==> config.mk <==
export PLATFORM = sky130hd
export DESIGN_NAME = fixed_partition_fit_allocator_flat
export DESIGN_NICKNAME = d
export VERILOG_FILES = /design/src/hdl/fpfa_pkg.sv /design/src/hdl/fpfa_stream_if.sv /design/src/hdl/fpfa_cell.sv /design/src/hdl/fixed_partition_fit_allocator.sv /design/src/flat_wrapper.sv
export VERILOG_INCLUDE_DIRS = /design/src /design/src/hdl
export SDC_FILE = /design/constraint.sdc
export NUM_CORES = 2
export LEC_CHECK = 0
export BUFFER_PORTS_ARGS = -buffer_cell sky130_fd_sc_hd__buf_2
export CAP_MARGIN = 40
export CORE_ASPECT_RATIO = 1.4
export CORE_MARGIN = 10
export CORE_UTILIZATION = 48
export DETAILED_ROUTE_END_ITERATION = 16
export SLEW_MARGIN = 20
export SYNTH_ARGS = -nofsm -noshare
export SYNTH_HDL_FRONTEND = slang
export SYNTH_SLANG_ARGS = --single-unit
==> constraint.sdc <==
create_clock -name clk -period 12.92 [get_ports clk]
set_clock_uncertainty 0.05 [all_clocks]
set_input_delay 2.584 -clock clk [delete_from_list [all_inputs] [get_ports clk]]
set_output_delay 2.584 -clock clk [all_outputs]
set_load 0.05 [all_outputs]
==> src/hdl/fixed_partition_fit_allocator_macros.svh <==
// ============================================================================
// Assertion macros for the fixed partition fit allocator
// Concurrent checks on the clk / rst_n domain; empty when synthesizing.
// ============================================================================
`ifndef FIXED_PARTITION_FIT_ALLOCATOR_MACROS_SVH
`define FIXED_PARTITION_FIT_ALLOCATOR_MACROS_SVH

`ifndef SYNTHESIS

// Same-cycle implication.
`define FPFA_ASSERT_IMPLIES(lbl, ante, cons, msg) \
    lbl: assert property (@(posedge clk) disable iff (!rst_n) (ante) |-> (cons)) \
        else $error(msg);

// Next-cycle implication.
`define FPFA_ASSERT_NEXT(lbl, ante, cons, msg) \
    lbl: assert property (@(posedge clk) disable iff (!rst_n) (ante) |=> (cons)) \
        else $error(msg);

`else

`define FPFA_ASSERT_IMPLIES(lbl, ante, cons, msg)
`define FPFA_ASSERT_NEXT(lbl, ante, cons, msg)

`endif

`endif

==> src/hdl/fpfa_pkg.sv <==
// ============================================================================
// fpfa_pkg
// Codes, default sizes and channel payload types of the fit allocator.
// ============================================================================
`default_nettype none

package fpfa_pkg;

    // Default sizes of the partition table.
    localparam int MAX_PARTITIONS_DEF = 16;
    localparam int SIZE_BITS_DEF      = 16;

    // Field widths of the channels.
    localparam int OPCODE_W      = 2;
    localparam int ENTRY_W       = 4;
    localparam int AMOUNT_W      = 16;
    localparam int MODE_W        = 2;
    localparam int COUNT_W       = 5;
    localparam int CFG_INDEX_W   = 4;
    localparam int CFG_DATA_W    = 5;

    // Operation codes.
    localparam logic [OPCODE_W-1:0] OP_LOAD    = 2'd0;
    localparam logic [OPCODE_W-1:0] OP_ALLOC   = 2'd1;
    localparam logic [OPCODE_W-1:0] OP_RELEASE = 2'd2;

    // Search policies.
    localparam logic [MODE_W-1:0] MODE_FIRST = 2'd0;
    localparam logic [MODE_W-1:0] MODE_BEST  = 2'd1;
    localparam logic [MODE_W-1:0] MODE_WORST = 2'd2;

    // Configuration register indexes.
    localparam logic [CFG_INDEX_W-1:0] REG_FIT_MODE        = 4'd0;
    localparam logic [CFG_INDEX_W-1:0] REG_PARTITION_COUNT = 4'd1;

    // Reset values of the configuration registers.
    localparam logic [MODE_W-1:0]  FIT_MODE_RST        = MODE_FIRST;
    localparam logic [COUNT_W-1:0] PARTITION_COUNT_RST = 5'd1;

    typedef struct packed {
        logic [OPCODE_W-1:0] opcode;
        logic [ENTRY_W-1:0]  entry_index;
        logic [AMOUNT_W-1:0] amount;
    } req_item_t;

    typedef struct packed {
        logic                granted;
        logic [ENTRY_W-1:0]  chosen_index;
        logic [AMOUNT_W-1:0] leftover;
    } rsp_item_t;

    typedef struct packed {
        logic [CFG_INDEX_W-1:0] reg_index;
        logic [CFG_DATA_W-1:0]  data;
    } cfg_write_t;

endpackage

`default_nettype wire

==> src/hdl/fpfa_stream_if.sv <==
// ============================================================================
// fpfa_stream_if
// Valid/ready channel with a payload of a chosen type.
// ============================================================================
`default_nettype none

interface fpfa_stream_if #(
    parameter type payload_t = logic
);
    logic     valid;
    logic     ready;
    payload_t payload;

    modport source (output valid, output payload, input ready);
    modport sink   (input valid, input payload, output ready);
endinterface

`default_nettype wire

==> src/hdl/fpfa_cell.sv <==
// ============================================================================
// fpfa_cell
// One partition entry of the chain: holds its sizes and refines the passing
// search packet before handing it to the next cell.
// ============================================================================
`default_nettype none

module fpfa_cell #(
    parameter int  SIZE_BITS  = fpfa_pkg::SIZE_BITS_DEF,
    parameter int  IDX_W      = 4,
    parameter int  CELL_INDEX = 0,
    parameter type pkt_t      = logic,
    parameter type cmd_t      = logic
) (
    input  wire logic                         clk,
    input  wire logic                         rst_n,
    input  wire logic [fpfa_pkg::COUNT_W-1:0] count,
    input  wire cmd_t                         cmd,
    input  wire pkt_t                         pkt_prev,
    output pkt_t                              pkt_reg
);

    logic [SIZE_BITS-1:0] orig_reg;
    logic [SIZE_BITS-1:0] free_reg;
    pkt_t                 pkt_next;
    logic                 active;
    logic                 fits;
    logic                 take;
    logic                 hit;

    assign active = 32'(count) > 32'(CELL_INDEX);
    assign fits   = free_reg >= pkt_prev.req;
    assign hit    = cmd.idx == IDX_W'(CELL_INDEX);

    always_comb
    begin
        case (pkt_prev.mode)
            fpfa_pkg::MODE_FIRST: take = fits && !pkt_prev.found;
            fpfa_pkg::MODE_BEST:
                take = fits && (!pkt_prev.found || free_reg < pkt_prev.best_f);
            fpfa_pkg::MODE_WORST:
                take = !pkt_prev.found || free_reg > pkt_prev.best_f;
            default: take = 1'b0;
        endcase
        take = take && pkt_prev.valid && active;

        pkt_next = pkt_prev;
        if (take)
        begin
            pkt_next.found    = 1'b1;
            pkt_next.best_idx = IDX_W'(CELL_INDEX);
            pkt_next.best_f   = free_reg;
        end
    end

    always_ff @(posedge clk or negedge rst_n)
    begin
        if (!rst_n)
        begin
            pkt_reg  <= '0;
            orig_reg <= '0;
            free_reg <= '0;
        end
        else
        begin
            pkt_reg <= pkt_next;
            if (cmd.load_en && hit)
            begin
                orig_reg <= cmd.size;
                free_reg <= cmd.size;
            end
            else if (cmd.release_en)
            begin
                free_reg <= orig_reg;
            end
            else if (cmd.commit_en && hit)
            begin
                free_reg <= free_reg - cmd.size;
            end
        end
    end

endmodule

`default_nettype wire

==> src/hdl/fixed_partition_fit_allocator.sv <==
// ============================================================================
// fixed_partition_fit_allocator
// Fixed partition table with first, best and worst fit allocation, built as
// a chain of entry cells that a search packet walks through.
// ============================================================================
//
//   Channel    Modport  Payload       Transfer
//   request    sink     req_item_t    valid && ready, one operation
//   response   source   rsp_item_t    valid && ready, one result
//   cfg        sink     cfg_write_t   valid && ready, one register write
//
// An allocate transfer sends the search packet through every cell of the
// chain before the next request can be taken: the result and the write-back
// of the chosen entry land in the same cycle, and moving the result into the
// output register, which can wait on a stalled response channel, frees the
// request side. Load, release, unused codes and an allocate under the unused
// fit mode skip the chain and write the result register directly.
// Reset clears every partition size to zero, selects first fit and one entry.
// A result that waits on a stalled response channel does not block the next
// request: the output register holds it while the next operation runs. Only
// when that next result is also waiting does the request side stall.
`default_nettype none

`include "fixed_partition_fit_allocator_macros.svh"

module fixed_partition_fit_allocator #(
    parameter int MAX_PARTITIONS = fpfa_pkg::MAX_PARTITIONS_DEF,
    parameter int SIZE_BITS      = fpfa_pkg::SIZE_BITS_DEF
) (
    input  wire logic      clk,
    input  wire logic      rst_n,
    fpfa_stream_if.sink    request,
    fpfa_stream_if.source  response,
    fpfa_stream_if.sink    cfg
);

    localparam int IDX_W = (MAX_PARTITIONS > 1) ? $clog2(MAX_PARTITIONS) : 1;

    // Search packet that walks the chain, one cell per cycle.
    typedef struct packed {
        logic                        valid;
        logic [fpfa_pkg::MODE_W-1:0] mode;
        logic [SIZE_BITS-1:0]        req;
        logic                        found;
        logic [IDX_W-1:0]            best_idx;
        logic [SIZE_BITS-1:0]        best_f;
    } pkt_t;

    // Table update broadcast to every cell.
    typedef struct packed {
        logic                 load_en;
        logic                 release_en;
        logic                 commit_en;
        logic [IDX_W-1:0]     idx;
        logic [SIZE_BITS-1:0] size;
    } cmd_t;

    // Configuration registers.
    logic [fpfa_pkg::MODE_W-1:0]  fit_mode_reg;
    logic [fpfa_pkg::COUNT_W-1:0] count_reg;

    // Sequencing and result staging.
    logic                busy_reg;
    logic                busy_next;
    logic                res_valid_reg;
    logic                res_valid_next;
    fpfa_pkg::rsp_item_t res_reg;
    fpfa_pkg::rsp_item_t res_next;
    logic                out_valid_reg;
    logic                out_valid_next;
    fpfa_pkg::rsp_item_t out_reg;

    logic                 accept;
    logic                 launch;
    logic                 move;
    logic                 scan_ok;
    logic [SIZE_BITS-1:0] req_size;
    fpfa_pkg::req_item_t  req_item;
    cmd_t                 cmd;
    pkt_t                 pkt_chain [MAX_PARTITIONS+1];
    logic [MAX_PARTITIONS:0] pkt_valid_vec;

    // ------------------------------------------------------------------
    // Configuration port: always ready, writes to unknown indexes dropped.
    // ------------------------------------------------------------------
    assign cfg.ready = 1'b1;

    always_ff @(posedge clk or negedge rst_n)
    begin
        if (!rst_n)
        begin
            fit_mode_reg <= fpfa_pkg::FIT_MODE_RST;
            count_reg    <= fpfa_pkg::PARTITION_COUNT_RST;
        end
        else if (cfg.valid)
        begin
            case (cfg.payload.reg_index)
                fpfa_pkg::REG_FIT_MODE:
                    fit_mode_reg <= cfg.payload.data[fpfa_pkg::MODE_W-1:0];
                fpfa_pkg::REG_PARTITION_COUNT:
                    count_reg <= cfg.payload.data[fpfa_pkg::COUNT_W-1:0];
                default: ;
            endcase
        end
    end

    // ------------------------------------------------------------------
    // Request side. One operation is in flight at a time; the request is
    // taken whenever no operation is running, even with a result pending
    // in the output register.
    // ------------------------------------------------------------------
    assign req_item      = request.payload;
    assign request.ready = !busy_reg;
    assign accept        = request.valid && !busy_reg;
    assign req_size      = SIZE_BITS'(req_item.amount);

    // An allocate with a defined fit mode sends a packet into the chain;
    // the unused fit mode never finds anything and answers at once.
    assign launch = accept && (req_item.opcode == fpfa_pkg::OP_ALLOC)
                    && (fit_mode_reg inside {fpfa_pkg::MODE_FIRST, fpfa_pkg::MODE_BEST,
                                             fpfa_pkg::MODE_WORST});

    always_comb
    begin
        pkt_chain[0]          = '0;
        pkt_chain[0].valid    = launch;
        pkt_chain[0].mode     = fit_mode_reg;
        pkt_chain[0].req      = req_size;
    end

    generate
        for (genvar g = 0; g < MAX_PARTITIONS; g++)
        begin : g_cell
            fpfa_cell #(
                .SIZE_BITS  (SIZE_BITS),
                .IDX_W      (IDX_W),
                .CELL_INDEX (g),
                .pkt_t      (pkt_t),
                .cmd_t      (cmd_t)
            ) u_cell (
                .clk      (clk),
                .rst_n    (rst_n),
                .count    (count_reg),
                .cmd      (cmd),
                .pkt_prev (pkt_chain[g]),
                .pkt_reg  (pkt_chain[g+1])
            );
        end
        for (genvar v = 0; v <= MAX_PARTITIONS; v++)
        begin : g_valid
            assign pkt_valid_vec[v] = pkt_chain[v].valid;
        end
    endgenerate

    // Worst fit carries the largest free size through the chain, so it only
    // succeeds if that size still covers the request.
    assign scan_ok = pkt_chain[MAX_PARTITIONS].found
                     && ((pkt_chain[MAX_PARTITIONS].mode != fpfa_pkg::MODE_WORST)
                         || (pkt_chain[MAX_PARTITIONS].best_f
                             >= pkt_chain[MAX_PARTITIONS].req));

    // ------------------------------------------------------------------
    // Table updates. Loads and releases apply in the cycle of the transfer;
    // the write-back of an allocation applies when the packet leaves the
    // last cell. Both cannot happen together since only one operation runs.
    // ------------------------------------------------------------------
    always_comb
    begin
        cmd            = '0;
        cmd.load_en    = accept && (req_item.opcode == fpfa_pkg::OP_LOAD)
                         && (32'(req_item.entry_index) < MAX_PARTITIONS);
        cmd.release_en = accept && (req_item.opcode == fpfa_pkg::OP_RELEASE);
        cmd.idx        = IDX_W'(req_item.entry_index);
        cmd.size       = req_size;
        if (pkt_chain[MAX_PARTITIONS].valid)
        begin
            cmd.commit_en = scan_ok;
            cmd.idx       = pkt_chain[MAX_PARTITIONS].best_idx;
            cmd.size      = pkt_chain[MAX_PARTITIONS].req;
        end
    end

    // ------------------------------------------------------------------
    // Result staging: the result register collects the answer, the output
    // register presents it on the response channel.
    // ------------------------------------------------------------------
    assign move = res_valid_reg && (!out_valid_reg || response.ready);

    always_comb
    begin
        res_next       = res_reg;
        res_valid_next = res_valid_reg && !move;
        busy_next      = (busy_reg || accept) && !move;
        out_valid_next = (out_valid_reg && !response.ready) || move;

        if (accept && !launch)
        begin
            res_valid_next = 1'b1;
            res_next       = '0;
            res_next.granted = (req_item.opcode == fpfa_pkg::OP_LOAD)
                               || (req_item.opcode == fpfa_pkg::OP_RELEASE);
        end
        else if (pkt_chain[MAX_PARTITIONS].valid)
        begin
            res_valid_next = 1'b1;
            res_next       = '0;
            if (scan_ok)
            begin
                res_next.granted      = 1'b1;
                res_next.chosen_index =
                    fpfa_pkg::ENTRY_W'(pkt_chain[MAX_PARTITIONS].best_idx);
                res_next.leftover     =
                    fpfa_pkg::AMOUNT_W'(pkt_chain[MAX_PARTITIONS].best_f
                                        - pkt_chain[MAX_PARTITIONS].req);
            end
        end
    end

    always_ff @(posedge clk or negedge rst_n)
    begin
        if (!rst_n)
        begin
            busy_reg      <= 1'b0;
            res_valid_reg <= 1'b0;
            out_valid_reg <= 1'b0;
        end
        else
        begin
            busy_reg      <= busy_next;
            res_valid_reg <= res_valid_next;
            out_valid_reg <= out_valid_next;
        end
    end

    always_ff @(posedge clk)
    begin
        res_reg <= res_next;
        if (move)
        begin
            out_reg <= res_reg;
        end
    end

    assign response.valid   = out_valid_reg;
    assign response.payload = out_reg;

    // ------------------------------------------------------------------
    // Checks.
    // ------------------------------------------------------------------
    `FPFA_ASSERT_IMPLIES(a_single_packet, 1'b1, $countones(pkt_valid_vec) <= 1, "more than one search packet in the chain")
    `FPFA_ASSERT_IMPLIES(a_slot_free, pkt_chain[MAX_PARTITIONS].valid, busy_reg && !res_valid_reg, "search finished with the result slot taken")
    `FPFA_ASSERT_IMPLIES(a_result_busy, res_valid_reg, busy_reg, "pending result while idle")
    `FPFA_ASSERT_NEXT(a_accept_busy, accept, busy_reg, "operation not marked as running")

endmodule

`default_nettype wire

==> src/flat_wrapper.sv <==
// flat-port wrapper written by rule: the top's interface ports become plain ports
module fixed_partition_fit_allocator_flat 
#(
    parameter int MAX_PARTITIONS = fpfa_pkg::MAX_PARTITIONS_DEF,
    parameter int SIZE_BITS      = fpfa_pkg::SIZE_BITS_DEF
)
  (clk, rst_n, request_valid, request_payload, request_ready, response_valid, response_payload, response_ready, cfg_valid, cfg_payload, cfg_ready);
  fpfa_stream_if #(.payload_t(fpfa_pkg::req_item_t)) request_i ();
  fpfa_stream_if #(.payload_t(fpfa_pkg::rsp_item_t)) response_i ();
  fpfa_stream_if #(.payload_t(fpfa_pkg::cfg_write_t)) cfg_i ();
  input  wire logic clk;
  input  wire logic rst_n;
  input wire logic [$bits(request_i.valid)-1:0] request_valid;
  input wire logic [$bits(request_i.payload)-1:0] request_payload;
  output wire logic [$bits(request_i.ready)-1:0] request_ready;
  output wire logic [$bits(response_i.valid)-1:0] response_valid;
  output wire logic [$bits(response_i.payload)-1:0] response_payload;
  input wire logic [$bits(response_i.ready)-1:0] response_ready;
  input wire logic [$bits(cfg_i.valid)-1:0] cfg_valid;
  input wire logic [$bits(cfg_i.payload)-1:0] cfg_payload;
  output wire logic [$bits(cfg_i.ready)-1:0] cfg_ready;
  assign request_i.valid = request_valid;
  assign request_i.payload = request_payload;
  assign request_ready = request_i.ready;
  assign response_valid = response_i.valid;
  assign response_payload = response_i.payload;
  assign response_i.ready = response_ready;
  assign cfg_i.valid = cfg_valid;
  assign cfg_i.payload = cfg_payload;
  assign cfg_ready = cfg_i.ready;
  fixed_partition_fit_allocator #(.MAX_PARTITIONS(MAX_PARTITIONS), .SIZE_BITS(SIZE_BITS)) u_core (.clk(clk), .rst_n(rst_n), .request(request_i), .response(response_i), .cfg(cfg_i));
endmodule
## Yosys cells after proc, flatten, opt, wreduce, memory -nomap -nowiden

Cells that the tools add are included.

- Word-level logic and storage cells: 556
- Bits in read-only memories: 0
- Input bits: 36
- Memory bits (writable): 0
- Bits in registers: 1204
- Output and inout port bits: 24
- Latch bits: 0
- Memories: 0

- Magnitude comparators: 63
- Bitwise operators: 0
- Shift operators: 0
- Multiply operators: 0
- Reductions and logical operators: 200
- Equal/unequal tests: 51
- Mux-type cells: 86
- Divide/modulo/power cells: 0
- Add/sub/neg operators: 17

Operators with widths:

| kind | number |
|---|---|
| $mux W16 | 48 |
| $mux W21 | 20 |
| $ge A16 B16 Y1 | 17 |
| $sub A16 B16 Y16 | 17 |
| $gt A16 B16 Y1 | 15 |
| $lt A16 B16 Y1 | 15 |
| $logic_and A1 B1 Y1 | 105 |
| $reduce_bool A3 Y1 | 17 |
| $pmux W1 S3 | 15 |
| $gt A5 B4 Y1 const B | 8 |
| $logic_or A1 B1 Y1 | 35 |
| $eq A2 B1 Y1 const B | 17 |
| $eq A2 B2 Y1 const B | 17 |
| $logic_not A2 Y1 | 17 |
| $eq A4 B4 Y1 const B | 8 |
| $gt A5 B3 Y1 const B | 4 |
| $logic_not A1 Y1 | 20 |
| $eq A4 B3 Y1 const B | 4 |
| $gt A5 B1 Y1 const B | 2 |
| $gt A5 B2 Y1 const B | 2 |
| $eq A4 B1 Y1 const B | 2 |
| $eq A4 B2 Y1 const B | 2 |
| $logic_not A4 Y1 | 2 |
| $reduce_and A2 Y1 | 2 |
| other kinds (5) | 6 |

## Logic depth before layout (Yosys ltp)

- Depth in word-level cells: 9
- Depth in mapped cells: 19

## Modules after synthesis

From an unflattened synthesis, not the netlist that was laid out.

- Cell total of the unflattened synthesis: 7391
- Area total of the unflattened synthesis: 71629.9 um^2

By module, submodules not included:

| module | area an instance (um^2) | cells an instance | instances |
|---|---|---|---|
| fpfa_cell (u_core.g_cell[9].u_cell) | 4329.2 | 455 | 1 |
| fpfa_cell (u_core.g_cell[8].u_cell) | 4325.4 | 456 | 1 |
| fpfa_cell (u_core.g_cell[11].u_cell) | 4312.9 | 445 | 1 |
| fpfa_cell (u_core.g_cell[13].u_cell) | 4310.4 | 445 | 1 |
| fpfa_cell (u_core.g_cell[14].u_cell) | 4309.1 | 445 | 1 |
| fpfa_cell (u_core.g_cell[6].u_cell) | 4305.4 | 445 | 1 |
| fpfa_cell (u_core.g_cell[5].u_cell) | 4304.1 | 445 | 1 |
| fpfa_cell (u_core.g_cell[12].u_cell) | 4299.1 | 445 | 1 |
| fpfa_cell (u_core.g_cell[10].u_cell) | 4294.1 | 446 | 1 |
| fpfa_cell (u_core.g_cell[2].u_cell) | 4291.6 | 445 | 1 |
| fpfa_cell (u_core.g_cell[3].u_cell) | 4291.6 | 444 | 1 |
| fpfa_cell (u_core.g_cell[1].u_cell) | 4289.1 | 444 | 1 |
| fpfa_cell (u_core.g_cell[4].u_cell) | 4287.9 | 445 | 1 |
| fpfa_cell (u_core.g_cell[15].u_cell) | 4239.1 | 429 | 1 |
| 3 more rows | n/a | n/a | n/a |

## Least setup slack after synthesis

OpenSTA, ideal clock, no wires.

- Kind: input-to-reg
- From: in request_payload[4]
- To: reg u_core.g_cell[12].u_cell.free_reg[15]
- Data arrival time: 5.831 ns
- Stages on the path: 13
- Path buffers: 2
- Data required time: 12.744 ns
- Slack: 6.913 ns
- Path through: mux2i_1 clkbuf_1 buf_1 ha_1 nor2_1 o21ai_0 o21ai_1 a221o_1 a21oi_1 o21ai_1 a211o_1 a2111o_1 o311a_1

- Longest elaborated chain between the ends: 5

Ends and longest elaborated chain:

| item | RTL line | text |
|---|---|---|
| start, declared | flat_wrapper.sv:14 | `input wire logic [$bits(request_i.payload)-1:0] request_payload;` |
| $mux W21 | fixed_partition_fit_allocator.sv:175 | `if (pkt_chain[MAX_PARTITIONS].valid)` |
| $sub A16 B16 Y16 | fpfa_cell.sv:78 | `free_reg <= free_reg - cmd.size;` |
| $mux W16 | fpfa_cell.sv:76 | `else if (cmd.commit_en && hit)` |
| $mux W16 | fpfa_cell.sv:72 | `else if (cmd.release_en)` |
| $mux W16 | fpfa_cell.sv:67 | `if (cmd.load_en && hit)` |
| end signal, assigned | fpfa_cell.sv:70 | `free_reg <= cmd.size;` |
| end signal, assigned | fpfa_cell.sv:74 | `free_reg <= orig_reg;` |
| end signal, assigned | fpfa_cell.sv:78 |  |
| end, declared | fpfa_cell.sv:24 | `logic [SIZE_BITS-1:0] free_reg;` |

Every way passes these cells. The select of a mux whose other input is x is not followed.
A chain may end at the register's enable or synchronous reset.

## Worst setup path after layout

- From: in request_valid
- To: reg u_core.g_cell[14].u_cell.free_reg[11]

- Longest elaborated chain between the ends: 4
- Elaborated cells between the ends (all ways): 7
- Classes of those cells: mux (2); reduce/logical (5)

Ends and longest elaborated chain:

| item | RTL line | text |
|---|---|---|
| start, declared | flat_wrapper.sv:13 | `input wire logic [$bits(request_i.valid)-1:0] request_valid;` |
| $logic_and A1 B1 Y1 * | fixed_partition_fit_allocator.sv:114 | `assign accept = request.valid && !busy_reg;` |
| $logic_and A1 B1 Y1, on equally long branches | fixed_partition_fit_allocator.sv:172, fixed_partition_fit_allocator.sv:170 |  |
| $mux W16 / $logic_and A1 B1 Y1 (equally long branches) | fpfa_cell.sv:72, fpfa_cell.sv:67 |  |
| $mux W16 / $reduce_bool A3 Y1 (equally long branches) | n/a |  |
| end signal, assigned | fpfa_cell.sv:70 |  |
| end signal, assigned | fpfa_cell.sv:74 |  |
| end signal, assigned | fpfa_cell.sv:78 |  |
| end, declared | fpfa_cell.sv:24 |  |

Every way passes the cells marked *; elsewhere a longest branch is shown, timed or not.

==> run metrics <==
Rel. slew slack=27.9%; via count=52928; drc violations=0; Compound-Gate Fraction of Synth Area=18.9%; Yosys reg bits=1189; H-tree level count=3; Post-Syn Nets=7811; CP required=around 13 ns; IO Pins=60; Worst Hold Class=reg -> reg; Initial Util=between 40% and 50%; Synth Instances=approximately 7000; Die Wd=339 um; CP max stage cell=buf_4; launch point of the worst reg-to-reg path=u_core.g_cell[15].u_cell.pkt_reg[39]$_DFF_PN0_; worst slew pin tran=1.08 ns; Post-synth EDFFs=22; maxcap violations=0; sequential-to-total area share from yosys stat=a little over two fifths; RSZ-0062 raised after global routing=false; P per Cell Area=217 mW/mm2; Crit Path Max Fanout=162; clock sinks=1189; die area=0.158 mm2; Yosys top cell area share=a little over two fifths; crit path cell chain=buf_2 > nand2b_1 > nor2_1 > and2_4 > buf_4 > buf_12 > nor2_1 > and2_1 > buf_4 > a2111oi_0 > a221oi_1; cell family with most CP delay=simple AND/OR/NAND/NOR gates; Post-Route WL=approximately 210000 um; largest family of logic cells by synthesized area=compound AO/OA/AOI/OAI gates; minimum clock period after layout=between 6 and 7 ns; Pleak=36.6 nW; Wirelength per Cell=23.6 um; Worst-path clk slew=0.06 ns; Clk network pwr share=22.7%; HPWL Detailed=between 150000 and 200000 um; Synth Area in Adders=approximately 14%; WS Path Type=in -> reg; total power=16.5 mW; Comb power frac=between 40% and 50%; Root Driver=clkbuf_16; port buffer count=58; post-synthesis mux area share=4.78%; Tcrit/Tclk final=about half; CP peak stage delay=0.69 ns; vias in the first global route=between 50000 and 60000; WP data arrival=6.80 ns; first-pass GRT wire length=between 300000 and 400000 um; core area=between 0.1 and 0.15 mm2; synth unique cells=105; Synth Warn #=0; FFs w/ async S/R, synth=96.5%; Slew Limit Fails=0; final hold viol count=0; total gr overflow=0; pin count of the biggest net entering global routing=about 170; Most used DFF post-synth=dfrtp_1; site row count=163; # setup viols final=0; Net Sw Frac=between 30% and 40%; post-synthesis xor/xnor area fraction=2.15%; Sequential Power Share=34.0%; maximum vdd ir drop=0.136 mV; cell area after synthesis=0.0685 mm2; largest buffer count on any clock path=3; CP Capture Type=register; top cells by area in the synthesized netlist=dfrtp_1 (42%), ha_1 (14%), a21oi_1 (4.4%); most frequent cells in the layout=dfrtp_1 (1145), ha_1 (752), a21oi_1 (595); CP startpoint=request_valid; largest area contributor in the netlist=dfrtp_1; clock latency on the worst-skew pair=around 0.77 ns; Synth Area in Simple Gates=11.5%; setup bufs post-CTS=0; Hold Crit Start=u_core.g_cell[3].u_cell.pkt_reg[30]$_DFF_PN0_; DR vias/cell=a little under 6; Psw=6.56 mW; post_cts resized=0; number of routed nets with antenna violations=0; DIE HEIGHT=467 um; antenna violations before repair=14; Buf+Inv Stages, Crit Path=4; initial drt markers=approximately 3700; Layout Nets=around 8000; fraction of layout cells with a size suffix above 1=10.4%; internal power=9.92 mW; Final TNS setup=0 ns; CP Launch Type=primary input; CTS Buf Count=121; Largest register FFs=625; GP Congestion=roughly 0.9; Max Clk Rate=160 MHz; outcome=finished, final reports clean; # fillers=12621; commonest non-fill, non-tap cell in the layout=dfrtp_1; Tot GR Track Use=26.5%; Initial DRT Pass Iterations=8; area delta synth->final=10.7%; Hold Buf Count CTS=0; syn avg cell area=9.77 um2; clock tree from TritonCTS=yes
==> per-layer routing <==
metal	vias to the layer above	wire, um	share of wire, %	track usage [%]
li1	24975	-	-	-
met3	484	9950	4.7	3.63
met4	6	12800	6.0	14.2
met1	26124	86100	40	31.6
met5	-	35	0.016	0
met2	1339	104000	49	46.1
==> Yosys cell counts, types with 26 or more instances <==
library cell and n:
a22o_1 64, and2_1 28, nor2_1 438, mux2i_1 58, dfrtp_1 1146, a211oi_1 69, a21o_1 197, nor2b_1 90
nand2_1 532, a31oi_1 42, a21oi_1 596, mux2_2 225, buf_2 78, o21ai_0 543, o31ai_1 42, clkbuf_1 155
inv_1 591, or3_1 48, nand4_1 80, nand3_1 99, xnor2_1 87, nand2b_1 110, nor3_1 102, o211ai_1 38
ha_1 752, and3_1 42, buf_1 26, xor2_1 81, o21a_1 205
==> power groups by stage <==
stage	Clock, mW	Sequential [mW]	Combinational [mW]
floorplan	0	5.21	5.38
global placement	0	5.63	6.85
detailed placement	0	5.64	7.06
CTS	3.81	5.58	7.12
global route	3.97	5.69	8.09
finish	3.75	5.60	7.13
==> metrics by stage <==
step                      std cells  instance area [um2]  util, %  setup slack (ns)  hold WS [ns]
after detailed placement       8817                71600     50.6              5.99         0.307
after global routing           9046                75800     53.6              6.48         0.323
final                          9049                75800     53.6              6.68         0.321
after global placement         8785                71000     50.3              6.01         0.305
after CTS                      9043                75800     53.6              6.77         0.319
after floorplan                7006                68500        -              6.91         0.298
==> cell type report <==
cell class                      instances  area [um2]  share of cell area [%]
Tap cell                             1897        2370                    3.13
Timing Repair Buffer                  188        1640                    2.17
Clock buffer                          159        3410                    4.50
Sequential cell                      1189       29800                    39.3
Inverter                              592        2220                    2.93
Antenna cell                            6        15.0                  0.0198
Multi-Input combinational cell       4951       35600                    46.9
Clock inverter                         67         781                    1.03
==> path summary, 6_finish.rpt <==
path / endpoint / slack [ns] / depth (start not counted)
max: u_core.g_cell[14].u_cell.free_reg[11]$_DFFE_PN0P_ / 6.68 / 11
min: u_core.g_cell[4].u_cell.pkt_reg[30]$_DFF_PN0_ / 0.32 / 0
max reg2reg: u_core.g_cell[7].u_cell.free_reg[14]$_DFFE_PN0P_ / 7.56 / 15
min reg2reg: u_core.g_cell[4].u_cell.pkt_reg[30]$_DFF_PN0_ / 0.32 / 0
max in group asynchronous: u_core.g_cell[13].u_cell.free_reg[8]$_DFFE_PN0P_ / 9.19 / 4
min in group asynchronous: u_core.g_cell[1].u_cell.pkt_reg[23]$_DFF_PN0_ / 1.68 / 1
==> worst reg2reg max path, stage by stage, from the launching register on <==
cell	delay (ns)
dfrtp_2	0.34
buf_4	0.62
o21a_2	0.30
buf_4	0.57
inv_2	0.45
buf_4	0.38
fa_1	0.57
nor2b_1	0.16
o21ai_1	0.10
a21boi_1	0.23
o21ai_1	0.14
a2111oi_1	0.49
o21ai_1	0.19
a211oi_1	0.30
mux2i_1	0.22
a31oi_1	0.09
==> cell families after synthesis <==
group	after synthesis
mux	294
simple gates	1665
buf+inv	866
xor+xnor	168
fa+ha+maj	769
other cells	1
compound gates	2054
flops	1189
Power figures use the tool's default switching activity.
